`src/isst_pkg.sv`:
```
// Shared types, codes and sizes for the indexed sequence store.
package isst_pkg;

    localparam int DEF_CAPACITY   = 64;
    localparam int DEF_DATA_WIDTH = 32;
    localparam int QUEUE_DEPTH    = 2;

    localparam int MODE_W  = 3;
    localparam int POS_W   = 7;
    localparam int VALUE_W = 32;
    localparam int STAT_W  = 2;
    localparam int COUNT_W = 7;

    localparam logic [MODE_W-1:0] MODE_INS_FRONT = 3'd0;
    localparam logic [MODE_W-1:0] MODE_INS_BACK  = 3'd1;
    localparam logic [MODE_W-1:0] MODE_INS_INDEX = 3'd2;
    localparam logic [MODE_W-1:0] MODE_RM_FRONT  = 3'd3;
    localparam logic [MODE_W-1:0] MODE_RM_BACK   = 3'd4;
    localparam logic [MODE_W-1:0] MODE_RM_INDEX  = 3'd5;
    localparam logic [MODE_W-1:0] MODE_READ      = 3'd6;
    localparam logic [MODE_W-1:0] MODE_WRITE     = 3'd7;

    localparam logic [STAT_W-1:0] STAT_OK    = 2'd0;
    localparam logic [STAT_W-1:0] STAT_RANGE = 2'd1;
    localparam logic [STAT_W-1:0] STAT_EMPTY = 2'd2;
    localparam logic [STAT_W-1:0] STAT_FULL  = 2'd3;

    localparam logic [1:0] OP_INS = 2'd0;
    localparam logic [1:0] OP_RM  = 2'd1;
    localparam logic [1:0] OP_RD  = 2'd2;
    localparam logic [1:0] OP_WR  = 2'd3;

    localparam logic [1:0] SEL_FRONT = 2'd0;
    localparam logic [1:0] SEL_BACK  = 2'd1;
    localparam logic [1:0] SEL_INDEX = 2'd2;

    typedef struct packed {
        logic [1:0]         op;
        logic [1:0]         sel;
        logic [POS_W-1:0]   pos;
        logic [VALUE_W-1:0] val;
    } t_cmd;

endpackage

```
`src/isst_front.sv`:
```
// Request intake: accepts a request and decodes its mode into operation and position select.
module isst_front
    import isst_pkg::*;
(
    input  logic                i_clk,
    input  logic                i_rst_n,
    input  logic                i_in_valid,
    output logic                o_in_ready,
    input  logic [MODE_W-1:0]   i_mode,
    input  logic [POS_W-1:0]    i_position,
    input  logic [VALUE_W-1:0]  i_value_in,
    output logic                o_cmd_valid,
    input  logic                i_cmd_ready,
    output t_cmd                o_cmd
);

    logic r_valid;
    t_cmd r_cmd;
    t_cmd n_cmd;

    assign o_in_ready  = !r_valid || i_cmd_ready;
    assign o_cmd_valid = r_valid;
    assign o_cmd       = r_cmd;

    always_comb begin
        n_cmd.pos = i_position;
        n_cmd.val = i_value_in;
        unique case (i_mode)
            MODE_INS_FRONT: begin n_cmd.op = OP_INS; n_cmd.sel = SEL_FRONT; end
            MODE_INS_BACK:  begin n_cmd.op = OP_INS; n_cmd.sel = SEL_BACK;  end
            MODE_INS_INDEX: begin n_cmd.op = OP_INS; n_cmd.sel = SEL_INDEX; end
            MODE_RM_FRONT:  begin n_cmd.op = OP_RM;  n_cmd.sel = SEL_FRONT; end
            MODE_RM_BACK:   begin n_cmd.op = OP_RM;  n_cmd.sel = SEL_BACK;  end
            MODE_RM_INDEX:  begin n_cmd.op = OP_RM;  n_cmd.sel = SEL_INDEX; end
            MODE_READ:      begin n_cmd.op = OP_RD;  n_cmd.sel = SEL_INDEX; end
            default:        begin n_cmd.op = OP_WR;  n_cmd.sel = SEL_INDEX; end
        endcase
    end

    always_ff @(posedge i_clk) begin
        if (!i_rst_n) begin
            r_valid <= 1'b0;
        end else if (o_in_ready) begin
            r_valid <= i_in_valid;
        end
    end

    always_ff @(posedge i_clk) begin
        if (o_in_ready && i_in_valid) begin
            r_cmd <= n_cmd;
        end
    end

endmodule

```
`src/isst_queue.sv`:
```
// Short request queue between the intake and the execution engine.
module isst_queue
    import isst_pkg::*;
(
    input  logic i_clk,
    input  logic i_rst_n,
    input  logic i_push_valid,
    output logic o_push_ready,
    input  t_cmd i_push_cmd,
    output logic o_pop_valid,
    input  logic i_pop_ready,
    output t_cmd o_pop_cmd
);

    localparam int QA_W = (QUEUE_DEPTH > 1) ? $clog2(QUEUE_DEPTH) : 1;
    localparam int QC_W = $clog2(QUEUE_DEPTH + 1);

    t_cmd            r_slot [QUEUE_DEPTH];
    logic [QA_W-1:0] r_wp;
    logic [QA_W-1:0] r_rp;
    logic [QC_W-1:0] r_cnt;
    logic            push;
    logic            pop;

    assign o_push_ready = (r_cnt != QC_W'(QUEUE_DEPTH));
    assign o_pop_valid  = (r_cnt != '0);
    assign o_pop_cmd    = r_slot[r_rp];
    assign push         = i_push_valid && o_push_ready;
    assign pop          = o_pop_valid && i_pop_ready;

    always_ff @(posedge i_clk) begin
        if (!i_rst_n) begin
            r_wp  <= '0;
            r_rp  <= '0;
            r_cnt <= '0;
        end else begin
            if (push) begin
                r_wp <= (r_wp == QA_W'(QUEUE_DEPTH - 1)) ? '0 : r_wp + 1'b1;
            end
            if (pop) begin
                r_rp <= (r_rp == QA_W'(QUEUE_DEPTH - 1)) ? '0 : r_rp + 1'b1;
            end
            if (push && !pop) begin
                r_cnt <= r_cnt + 1'b1;
            end else if (pop && !push) begin
                r_cnt <= r_cnt - 1'b1;
            end
        end
    end

    always_ff @(posedge i_clk) begin
        if (push) begin
            r_slot[r_wp] <= i_push_cmd;
        end
    end

endmodule

```
`src/isst_back.sv`:
```
// Execution engine: range checks, element RAM, one-move-per-cycle shifting and result register.
module isst_back
    import isst_pkg::*;
#(
    parameter int CAPACITY   = DEF_CAPACITY,
    parameter int DATA_WIDTH = DEF_DATA_WIDTH
)
(
    input  logic                i_clk,
    input  logic                i_rst_n,
    input  logic                i_cmd_valid,
    output logic                o_cmd_ready,
    input  t_cmd                i_cmd,
    output logic                o_out_valid,
    input  logic                i_out_ready,
    output logic [STAT_W-1:0]   o_status,
    output logic [VALUE_W-1:0]  o_value_out,
    output logic [COUNT_W-1:0]  o_count_out
);

    localparam int AW = $clog2(CAPACITY);
    localparam int CW = $clog2(CAPACITY + 1);
    localparam int PW = (CW > POS_W) ? CW : POS_W;

    localparam logic [1:0] S_IDLE  = 2'd0;
    localparam logic [1:0] S_SHIFT = 2'd1;
    localparam logic [1:0] S_FIN   = 2'd2;

    logic [DATA_WIDTH-1:0] r_mem [CAPACITY];

    logic [1:0]            r_state,    n_state;
    logic [CW-1:0]         r_occ,      n_occ;
    logic [CW-1:0]         r_new_occ,  n_new_occ;
    logic [AW-1:0]         r_src,      n_src;
    logic [AW-1:0]         r_wdst,     n_wdst;
    logic [CW-1:0]         r_left,     n_left;
    logic                  r_pend,     n_pend;
    logic                  r_up,       n_up;
    logic                  r_fin_we,   n_fin_we;
    logic [AW-1:0]         r_fin_addr, n_fin_addr;
    logic [DATA_WIDTH-1:0] r_val,      n_val;
    logic [STAT_W-1:0]     r_stat,     n_stat;
    logic                  r_is_rd,    n_is_rd;
    logic [DATA_WIDTH-1:0] r_rdata;
    logic                  r_out_valid, n_out_valid;
    logic [STAT_W-1:0]     r_out_stat;
    logic [VALUE_W-1:0]    r_out_val;
    logic [COUNT_W-1:0]    r_out_cnt;

    logic                  rd_en;
    logic [AW-1:0]         rd_addr;
    logic                  wr_en;
    logic [AW-1:0]         wr_addr;
    logic [DATA_WIDTH-1:0] wr_data;
    logic                  load_out;
    logic [PW-1:0]         ext_pos;
    logic [PW-1:0]         ext_occ;
    logic [PW-1:0]         at;
    logic [DATA_WIDTH+VALUE_W-1:0] wide_in;
    logic [DATA_WIDTH+VALUE_W-1:0] wide_rd;
    logic [PW+COUNT_W-1:0]         wide_cnt;

    assign o_cmd_ready = (r_state == S_IDLE);
    assign o_out_valid = r_out_valid;
    assign o_status    = r_out_stat;
    assign o_value_out = r_out_val;
    assign o_count_out = r_out_cnt;

    assign ext_pos  = PW'(i_cmd.pos);
    assign ext_occ  = PW'(r_occ);
    assign wide_in  = {{DATA_WIDTH{1'b0}}, i_cmd.val};
    assign wide_rd  = {{VALUE_W{1'b0}}, r_rdata};
    assign wide_cnt = {{COUNT_W{1'b0}}, PW'(r_new_occ)};

    always_comb begin
        unique case (i_cmd.sel)
            SEL_FRONT: at = '0;
            SEL_BACK:  at = (i_cmd.op == OP_INS) ? ext_occ : ext_occ - 1'b1;
            default:   at = ext_pos;
        endcase
    end

    always_comb begin
        n_state     = r_state;
        n_occ       = r_occ;
        n_new_occ   = r_new_occ;
        n_src       = r_src;
        n_wdst      = r_wdst;
        n_left      = r_left;
        n_pend      = r_pend;
        n_up        = r_up;
        n_fin_we    = r_fin_we;
        n_fin_addr  = r_fin_addr;
        n_val       = r_val;
        n_stat      = r_stat;
        n_is_rd     = r_is_rd;
        n_out_valid = r_out_valid && !i_out_ready;
        rd_en       = 1'b0;
        rd_addr     = r_src;
        wr_en       = 1'b0;
        wr_addr     = r_wdst;
        wr_data     = r_rdata;
        load_out    = 1'b0;

        unique case (r_state)
            S_IDLE: begin
                if (i_cmd_valid) begin
                    n_val      = wide_in[DATA_WIDTH-1:0];
                    n_stat     = STAT_OK;
                    n_new_occ  = r_occ;
                    n_fin_we   = 1'b0;
                    n_fin_addr = AW'(at);
                    n_is_rd    = 1'b0;
                    n_left     = '0;
                    n_pend     = 1'b0;
                    n_state    = S_FIN;
                    unique case (i_cmd.op)
                        OP_INS: begin
                            if (at > ext_occ) begin
                                n_stat = STAT_RANGE;
                            end else if (ext_occ >= PW'(CAPACITY)) begin
                                n_stat = STAT_FULL;
                            end else begin
                                n_new_occ = r_occ + 1'b1;
                                n_fin_we  = 1'b1;
                                n_left    = CW'(ext_occ - at);
                                n_src     = AW'(ext_occ - 1'b1);
                                n_wdst    = AW'(ext_occ);
                                n_up      = 1'b0;
                                if (ext_occ != at) begin
                                    n_state = S_SHIFT;
                                end
                            end
                        end
                        OP_RM: begin
                            if (i_cmd.sel != SEL_INDEX && r_occ == '0) begin
                                n_stat = STAT_EMPTY;
                            end else if (at >= ext_occ) begin
                                n_stat = STAT_RANGE;
                            end else begin
                                n_new_occ = r_occ - 1'b1;
                                n_left    = CW'(ext_occ - at - 1'b1);
                                n_src     = AW'(at + 1'b1);
                                n_wdst    = AW'(at);
                                n_up      = 1'b1;
                                if (ext_occ - at != PW'(1)) begin
                                    n_state = S_SHIFT;
                                end
                            end
                        end
                        OP_RD: begin
                            if (at >= ext_occ) begin
                                n_stat = STAT_RANGE;
                            end else begin
                                rd_en   = 1'b1;
                                rd_addr = AW'(at);
                                n_is_rd = 1'b1;
                            end
                        end
                        default: begin
                            if (at >= ext_occ) begin
                                n_stat = STAT_RANGE;
                            end else begin
                                n_fin_we = 1'b1;
                            end
                        end
                    endcase
                end
            end
            S_SHIFT: begin
                if (r_left != '0) begin
                    rd_en  = 1'b1;
                    n_src  = r_up ? r_src + 1'b1 : r_src - 1'b1;
                    n_left = r_left - 1'b1;
                    n_pend = 1'b1;
                end else begin
                    n_pend = 1'b0;
                end
                if (r_pend) begin
                    wr_en  = 1'b1;
                    n_wdst = r_up ? r_wdst + 1'b1 : r_wdst - 1'b1;
                end
                if (r_left == '0 && !r_pend) begin
                    n_state = S_FIN;
                end
            end
            default: begin
                if (!r_out_valid || i_out_ready) begin
                    wr_en       = r_fin_we;
                    wr_addr     = r_fin_addr;
                    wr_data     = r_val;
                    load_out    = 1'b1;
                    n_out_valid = 1'b1;
                    n_occ       = r_new_occ;
                    n_state     = S_IDLE;
                end
            end
        endcase
    end

    always_ff @(posedge i_clk) begin
        if (!i_rst_n) begin
            r_state     <= S_IDLE;
            r_occ       <= '0;
            r_pend      <= 1'b0;
            r_left      <= '0;
            r_out_valid <= 1'b0;
        end else begin
            r_state     <= n_state;
            r_occ       <= n_occ;
            r_pend      <= n_pend;
            r_left      <= n_left;
            r_out_valid <= n_out_valid;
        end
    end

    always_ff @(posedge i_clk) begin
        r_new_occ  <= n_new_occ;
        r_src      <= n_src;
        r_wdst     <= n_wdst;
        r_up       <= n_up;
        r_fin_we   <= n_fin_we;
        r_fin_addr <= n_fin_addr;
        r_val      <= n_val;
        r_stat     <= n_stat;
        r_is_rd    <= n_is_rd;
        if (load_out) begin
            r_out_stat <= r_stat;
            r_out_val  <= (r_is_rd && r_stat == STAT_OK) ? wide_rd[VALUE_W-1:0] : '0;
            r_out_cnt  <= wide_cnt[COUNT_W-1:0];
        end
    end

    always_ff @(posedge i_clk) begin
        if (wr_en) begin
            r_mem[wr_addr] <= wr_data;
        end
        if (rd_en) begin
            r_rdata <= r_mem[rd_addr];
        end
    end

endmodule

```
`src/indexed_sequence_store_top.sv`:
```
// Top level of the indexed sequence store: intake, request queue and execution engine.
//
// An ordered store of up to CAPACITY elements of DATA_WIDTH bits. Each request
// (mode, position, value_in) returns one result: status, value_out and the
// count after the request. Requests are carried out one at a time by an engine
// behind a two-entry queue, so new requests are taken while an earlier one
// runs and while a finished result waits. A read, an overwrite, a request that
// fails and an insert or remove that moves no element go from the idle state
// straight to the finish state. An insert at index k with n elements stored
// moves n-k elements and a remove moves n-k-1, one per cycle through the
// element RAM with its one read and one write port, in a shift state between
// idle and finish. The finish state loads the result register once it is
// free, and the engine then returns to idle. The element RAM needs no
// clearing after reset.
module indexed_sequence_store_top
    import isst_pkg::*;
#(
    parameter int CAPACITY   = DEF_CAPACITY,
    parameter int DATA_WIDTH = DEF_DATA_WIDTH
)
(
    input  logic                i_clk,
    input  logic                i_rst_n,
    input  logic                i_in_valid,
    output logic                o_in_ready,
    input  logic [MODE_W-1:0]   i_mode,
    input  logic [POS_W-1:0]    i_position,
    input  logic [VALUE_W-1:0]  i_value_in,
    output logic                o_out_valid,
    input  logic                i_out_ready,
    output logic [STAT_W-1:0]   o_status,
    output logic [VALUE_W-1:0]  o_value_out,
    output logic [COUNT_W-1:0]  o_count_out
);

    logic f_valid;
    logic f_ready;
    t_cmd f_cmd;
    logic q_valid;
    logic q_ready;
    t_cmd q_cmd;

    isst_front u_front (
        .i_clk       (i_clk),
        .i_rst_n     (i_rst_n),
        .i_in_valid  (i_in_valid),
        .o_in_ready  (o_in_ready),
        .i_mode      (i_mode),
        .i_position  (i_position),
        .i_value_in  (i_value_in),
        .o_cmd_valid (f_valid),
        .i_cmd_ready (f_ready),
        .o_cmd       (f_cmd)
    );

    isst_queue u_queue (
        .i_clk        (i_clk),
        .i_rst_n      (i_rst_n),
        .i_push_valid (f_valid),
        .o_push_ready (f_ready),
        .i_push_cmd   (f_cmd),
        .o_pop_valid  (q_valid),
        .i_pop_ready  (q_ready),
        .o_pop_cmd    (q_cmd)
    );

    isst_back #(
        .CAPACITY   (CAPACITY),
        .DATA_WIDTH (DATA_WIDTH)
    ) u_back (
        .i_clk       (i_clk),
        .i_rst_n     (i_rst_n),
        .i_cmd_valid (q_valid),
        .o_cmd_ready (q_ready),
        .i_cmd       (q_cmd),
        .o_out_valid (o_out_valid),
        .i_out_ready (i_out_ready),
        .o_status    (o_status),
        .o_value_out (o_value_out),
        .o_count_out (o_count_out)
    );

endmodule
```
`config.mk`:
```
export PLATFORM = sky130hd
export DESIGN_NAME = indexed_sequence_store_top
export DESIGN_NICKNAME = d
export VERILOG_FILES = /design/src/isst_pkg.sv /design/src/isst_front.sv /design/src/isst_queue.sv /design/src/isst_back.sv /design/src/indexed_sequence_store_top.sv
export SDC_FILE = /design/constraint.sdc
export NUM_CORES = 2
export LEC_CHECK = 0
export ABC_AREA = 1
export BUFFER_PORTS_ARGS = -buffer_cell sky130_fd_sc_hd__buf_2
export CAP_MARGIN = 10
export CORE_MARGIN = 2
export CORE_UTILIZATION = 28
export DETAILED_ROUTE_END_ITERATION = 12
export PLACE_DENSITY = 0.4
export SLEW_MARGIN = 20
export SYNTH_ARGS = -nofsm -noshare
export SYNTH_HDL_FRONTEND = slang
export SYNTH_SLANG_ARGS = --single-unit
export TNS_END_PERCENT = 50
```
`constraint.sdc`:
```
create_clock -name i_clk -period 6.5 [get_ports i_clk]
set_clock_uncertainty 0.1 [all_clocks]
set_input_delay 0.65 -clock i_clk [delete_from_list [all_inputs] [get_ports i_clk]]
set_output_delay 0.65 -clock i_clk [all_outputs]
set_load 0.05 [all_outputs]
```
Word-level counts from Yosys, hierarchy flattened
Memories as Yosys holds them, arrays and structs flattened. A register that Yosys moved wholly into a read port is not among the register bits.
Index checks and enable logic that the tools add are counted.
W data, S select, Z words.
{"block": "totals", "out_inout_bits": 43, "mem_bits_rw": 2134, "word_cells": 202, "ff_bits": 169, "mem_count": 2}
{"memory": "u_back.r_mem", "depth": 64, "word_bits": 32, "read_ports": 1, "rd_ports_with_merged_regs": 1, "write_ports": 1, "line": "isst_back.sv:29", "text": "logic [DATA_WIDTH-1:0] r_mem [CAPACITY];"}
{"memory": "u_queue.r_slot", "depth": 2, "word_bits": 43, "read_ports": 1, "rd_ports_with_merged_regs": 1, "write_ports": 1, "line": "isst_queue.sv:18", "text": "t_cmd r_slot [QUEUE_DEPTH];"}
{"block": "op_classes", "n_addsub": 14, "n_mux": 90, "n_bitwise": 1, "n_reduce_logical": 40, "n_eq_ne": 27, "order_cmp": 3}
{"cell": "$mux W6", "count": 20}
{"cell": "$mux W7", "count": 11}
{"cell": "$mux W32", "count": 2}
{"cell": "$pmux W7 S2", "count": 4}
{"cell": "$pmux W6 S2", "count": 4}
{"cell": "$mux W2", "count": 14}
{"cell": "$pmux W4 S7", "count": 1}
{"cell": "$mux W1", "count": 26}
{"cell": "$sub A7 B1 Y7 const B", "count": 3}
{"cell": "$add A6 B1 Y6 const B", "count": 3}
{"cell": "$reduce_and A8 Y1", "count": 2}
{"cell": "$logic_not A7 Y1", "count": 2}
{"cell": "$ne A2 B2 Y1 const B", "count": 6}
{"cell": "$ne A3 B3 Y1 const B", "count": 4}
{"cell": "$pmux W2 S2", "count": 3}
{"cell": "$sub A6 B1 Y6 const B", "count": 2}
{"cell": "$pmux W1 S2", "count": 5}
{"cell": "$eq A3 B3 Y1 const B", "count": 3}
{"cell": "$logic_and A1 B1 Y1", "count": 9}
{"cell": "$logic_not A2 Y1", "count": 4}
{"cell": "$ne A2 B1 Y1 const B", "count": 4}
{"cell": "$reduce_bool A2 Y1", "count": 4}
{"cell": "$add A7 B1 Y7 const B", "count": 1}
{"cell": "$ge A7 B7 Y1", "count": 1}
{"cell": "other kinds (23)", "count": 37}

Longest topological paths before layout
{"block": "logic_depth", "depth_word": 11, "ltp_mapped": 32, "ltp_nobuf": 28}

Cells and area by module
A second synthesis with hierarchy kept.
{"block": "hier_totals", "cells_unflattened": 9646, "area_unflattened_um2": 101846.4}
{"module": "isst_back", "cells_each": 9414, "instances": 1, "area_each_um2": 96910.4, "seq_area_each_um2": 65913.2}
{"module": "isst_queue", "cells_each": 171, "instances": 1, "area_each_um2": 3548.4, "seq_area_each_um2": 2682.6}
{"module": "isst_front", "cells_each": 61, "instances": 1, "area_each_um2": 1387.6, "seq_area_each_um2": 1311.3}

Worst setup path before layout
No wires, ideal clock.
{"block": "synth_path", "path_type": "in2reg", "startpoint": "in i_out_ready", "endpoint": "mem u_back.r_mem[33][0] (netlist name) (enable)", "t_required_ns": 5.898, "cell_stages": 7, "path_slack_ns": 0.831, "setup_ns": 0.502, "n_path_buf": 1, "arrival_ns": 5.066, "path_cell_list": "nor2_1 -> nor2_1 -> inv_1 -> clkbuf_1 -> o21ai_1 -> nand3_1 -> nor4_1"}
{"block": "synth_via", "elab_chain_cells": 5, "word_cells_on_any_way": 7, "cone_classes": "mux: 6; reduce/logical: 1"}
{"element": "from (decl)", "line": "indexed_sequence_store_top.sv:30", "text": "input logic i_out_ready,"}
{"element": "$logic_or A1 B1 Y1 *", "line": "isst_back.sv:188", "text": "if (!r_out_valid || i_out_ready) begin"}
{"element": "$mux W1", "line": "isst_back.sv:188"}
{"element": "$pmux W1 S2", "line": "isst_back.sv:105", "text": "unique case (r_state)"}
{"element": "$mux W1", "line": "isst_back.sv:235", "text": "if (wr_en) begin"}
{"element": "$mux W1 (not written as such)", "line": "isst_back.sv:236", "text": "r_mem[wr_addr] <= wr_data;"}
{"element": "to (decl)", "line": "isst_back.sv:29"}
Every way passes the cells marked *; elsewhere a longest branch is shown, timed or not.

Worst setup path in the final report
{"block": "layout_path", "startpoint": "reg u_back.r_occ[0] (netlist: u_back.ext_occ[0])", "endpoint": "reg u_back.r_rdata[9], read port of u_back.r_mem (data pin)"}
{"block": "layout_via", "elab_chain_cells": 8, "word_cells_on_any_way": 12, "cone_classes": "add/sub: 1; order compare: 1; mux: 10"}
{"element": "from (decl)", "line": "isst_back.sv:32", "text": "logic [CW-1:0] r_occ, n_occ;"}
{"element": "from (signal assigned)", "line": "isst_back.sv:210", "text": "r_occ <= n_occ;"}
{"element": "$sub A7 B1 Y7 *", "line": "isst_back.sv:78", "text": "SEL_BACK: at = (i_cmd.op == OP_INS) ? ext_occ : ext_occ - 1'b1;"}
{"element": "$mux W7 *", "line": "isst_back.sv:78"}
{"element": "$pmux W7 S2 *", "line": "isst_back.sv:76", "text": "unique case (i_cmd.sel)"}
{"element": "net u_back.at[2]", "line": "isst_back.sv:58", "text": "logic [PW-1:0] at;"}
{"element": "$ge A7 B7 Y1", "line": "isst_back.sv:152", "text": "if (at >= ext_occ) begin"}
{"element": "$mux W1 or $mux W6 (tied branches)", "line": "isst_back.sv:152"}
{"element": "$mux W1 or $mux W6 (tied branches)", "line": "isst_back.sv:117", "text": "unique case (i_cmd.op)"}
{"element": "$mux W1 or $mux W6 (tied branches)", "line": "isst_back.sv:107", "text": "if (i_cmd_valid) begin"}
{"element": "$pmux W1 S2 or $mux W6 (tied branches)", "line": "isst_back.sv:105"}
{"element": "to (decl)", "line": "isst_back.sv:44", "text": "logic [DATA_WIDTH-1:0] r_rdata;"}
Mark *: on every way through the listed nets, which the timed path passes. The rest lies on a longest branch.
A chain may end at the register's enable or synchronous reset.

==> flow_metrics.py <==
metrics = {
    "outcome": {
        "status": "finished clean",
    },
    "clock_network": {
        "clock_path_buffers": 4,
        "clkSinkCount": 2336,
        "htree_levels": 5,
        "cts-root-buf": "clkbuf_16",
        "cts_tree": "built",
        "path_clk_slew_ps": 60,
        "cts_buffers": 271,
        "insertion_delay_ps": 910,
    },
    "timing": {
        "rsz0062_at_grt": "false",
        "worst_pin_slew_ps": 1200,
        "setup_ws_ps": 244,
        "finalCritPeriodShare_pct": 96.2,
        "hold_viol_final": 0,
        "fmax_mhz": 160,
        "maxSlewHeadroom_pct": 19.2,
        "maxSlewViolCount": 0,
        "post-route-min-period_ps": 6260,
        "setup_viol": 0,
        "fin_hold_ws_ps": 342,
    },
    "worst_setup_path": {
        "r2r_end": "u_back.r_rdata[9]$_DFFE_PP_",
        "worstPathRequired_ps": 7120,
        "crit_top_cell": "nand3_1",
        "critPathMaxStageDelay_ps": 470,
        "cp_max_fo": 30,
        "start_kind": "flip-flop",
        "worst_setup_path_end_kind": "flip-flop",
        "r2r_cells": 27,
        "crit_slowest_cell": "nand3_1",
        "reg2reg_from": "u_back.ext_occ[0]$_SDFFE_PN0P_",
        "r2r_setup_slack_ps": 240,
        "critical_path_class": "reg -> reg",
        "arrival_ps": 6880,
    },
    "die": {
        "start_util_pct": 28.2,
        "rows": 220,
        "dieWidth_um": 605,
        "fp.dieH_um": 605,
        "core_area_mm2": 0.359,
        "die-area_mm2": 0.366,
        "num_io_pins": 89,
    },
    "final_layout": {
        "area_delta_synth_final_pct": 17.4,
        "design_area_mm2": 0.119,
        "post-route-util_pct": 33.1,
        "drive_gt1_share_pct": 9.38,
        "multi_input_area_mm2": 0.0225,
        "fin_nets": 10000,
        "final-seq-area_mm2": 0.0699,
        "nFillCells": 36500,
    },
    "synth": {
        "synthTopCellsByArea": "edfxtp_1 69%, nand3_1 10%, nand2_1 8.9%, inv_1 7.4%, buf_2 1.3%",
        "synth_ff_type": "edfxtp_1",
        "netlist_area_mm2": 0.101,
        "yosys_warnings": 0,
        "yosysMostFrequentCell": "nand2_1",
        "synth.largest_area_cell": "edfxtp_1",
        "synthDistinctLibCells": 54,
        "synth_top_cell_area_share_pct": 68.6,
        "synth-seq-area-share_pct": 69.0,
        "async_reset_ff_share_pct": 0,
        "yosys_register_bits": 2336,
        "synthCells": 9678,
        "avgSynthCellArea_um2": 10.5,
        "yosys-top-cells-count": "2399 x nand2_1, 2312 x edfxtp_1, 2022 x nand3_1, 2007 x inv_1, 267 x buf_2",
        "synth-edff-count": 2312,
        "syn_nets": 9746,
    },
    "placed_design": {
        "hpwl_um": 213000,
        "post-place-ws_ps": -190,
        "placed_cell_area_mm2": 0.110,
        "port_buffers": 88,
        "gp_congestion": 0.854,
    },
    "route": {
        "num_vias": 69700,
        "drt-vias-per-instance": 4.66,
        "drcViolationCount": 0,
        "drt-initial-drc-count": 7556,
        "ant_nets": 0,
        "finalWirelength_um": 363000,
        "first_pass_iters": 5,
        "routedWlPerCell_um": 24.3,
    },
    "global_routing": {
        "grt_start_max_net_pins": 96,
        "grt_use_total_pct": 19.5,
        "grt_pass1_vias": 67000,
        "grt_pass1_wl_um": 511000,
        "gr-total-overflow": 0,
        "antenna_found_initial": 38,
    },
    "hold_path": {
        "hold_path.class": "reg -> reg",
        "min_to": "u_queue.r_slot[1][17]$_DFFE_PP_",
        "hold_depth": 0,
        "hold_start": "u_front.o_cmd[17]$_DFFE_PP_",
    },
    "power_and_ir_drop": {
        "p_per_area_mw_per_mm2": 439,
        "p_leak_nw": 49.0,
        "ir_worst_vdd_mv": 0.268,
    },
    "run": {
        "cap_violations": 0,
    },
}
## cells by family after synthesis
group	Yosys count	share of synthesized area, %
compound gates	173	0.972
xor+xnor	16	0.138
fa+ha+maj	22	0.294
buf+inv	2502	9.70
flops	2336	69.0
mux	1	0.00988
simple gates	4628	19.9
## power breakdown
part	leakage (nW)	internal, mW	total [mW]	switching (mW)
combinational	23.8	4.36	18.3	13.9
clock	4.10	8.58	14.9	6.34
sequential	21.1	18.7	19.0	0.319
## registers in the layout, summed over array words and instances (netlist names), 7 cells and up, named ones only
register,flops
u_back.o_value_out,32
u_back.r_left,7
u_front.o_cmd,43
u_back.r_mem,2048
u_queue.r_slot,86
u_back.r_new_occ,7
u_back.r_rdata,32
u_back.ext_occ,7
u_back.o_count_out,7
u_back.r_val,32
## worst max-delay path by stage
stage	start	to	slack [ps]	cells after the start
after floorplan	i_out_ready	u_back.r_mem[33][0]$_DFFE_PP_	830	7
after global placement	flip-flop	u_back.r_rdata[12]$_DFFE_PP_	-270	26
after detailed placement	u_back.ext_occ[0]$_SDFFE_PN0P_	u_back.r_rdata[12]$_DFFE_PP_	-190	26
after CTS	u_back.ext_occ[0]$_SDFFE_PN0P_	u_back.r_rdata[12]$_DFFE_PP_	100	26
after global routing	flip-flop	u_back.r_rdata[14]$_DFFE_PP_	5	29
final	u_back.ext_occ[0]$_SDFFE_PN0P_	u_back.r_rdata[9]$_DFFE_PP_	240	27
## routing by layer
metal  global-route usage (%)  vias to the layer above  wire length, um
li1                         -                    32100                -
met1                     28.1                    34800           167000
met2                     30.4                     2317           161000
met3                     2.76                      449            23500
met4                     5.39                        4            10800
met5                        0                        -               27
## through the flow
| stage | instances | total power, mW | TNS [ps] |
|---|---|---|---|
| floorplan | 9678 | 28.7 | 0 |
| global route | 14900 | 54.4 | 0 |
| global placement | 14400 | 37.6 | -287 |
| CTS | 14900 | 52.6 | 0 |
| detailed placement | 14400 | 37.5 | -190 |
| finish | 14900 | 52.2 | 0 |
## cell usage in the layout (no fill, tap or decap), types with 6 or more instances in the layout
master and n:
bufinv_16 16, nand3_2 9, diode_2 9, nor2_4 61, nand2_2 12, buf_4 285
nand2_1 2396, o21ai_4 37, edfxtp_1 2312, dfxtp_1 23, nand3_1 2016, clkinv_2 35
nor2_1 87, inv_1 2005, clkbuf_16 282, clkinv_1 65, a21oi_1 54, o211ai_1 7
inv_2 10, inv_6 11, o21ai_0 39, dlygate4sd3_1 46, clkbuf_1 60, o221ai_1 6
ha_1 19, xor2_1 13, buf_2 88, buf_12 69, nand4_1 9, nor4_2 6
nor3_1 9
## critical path: cells and delay by family, from the launching register on
family / cells / cell delay (ps)
and+or+nand+nor: 17 / 3450
buffers and inverters: 6 / 1180
adders and majority gates: 2 / 500
DFF: 1 / 430
xor gates and xnor gates: 1 / 290
AOI/OAI and AO/OA: 1 / 90
## layout make-up
cell class	count	area share, %
clock buffer	344	6.15
inverter	2020	6.39
antenna	9	0.0190
tap	4773	5.03
clock inverter	131	0.905
timing repair buffer	489	3.73
sequential	2336	58.8
multi-input combinational	4840	19.0
## repair_timing
item,4_1_cts,5_1_grt
setup buffers,0,4
hold buffers,46,0
setup endpoints to repair,1,12
gates resized for setup,2,6
pin swaps,0,1
hold endpoints to repair,51,0
(Power assumes the default switching activity.)
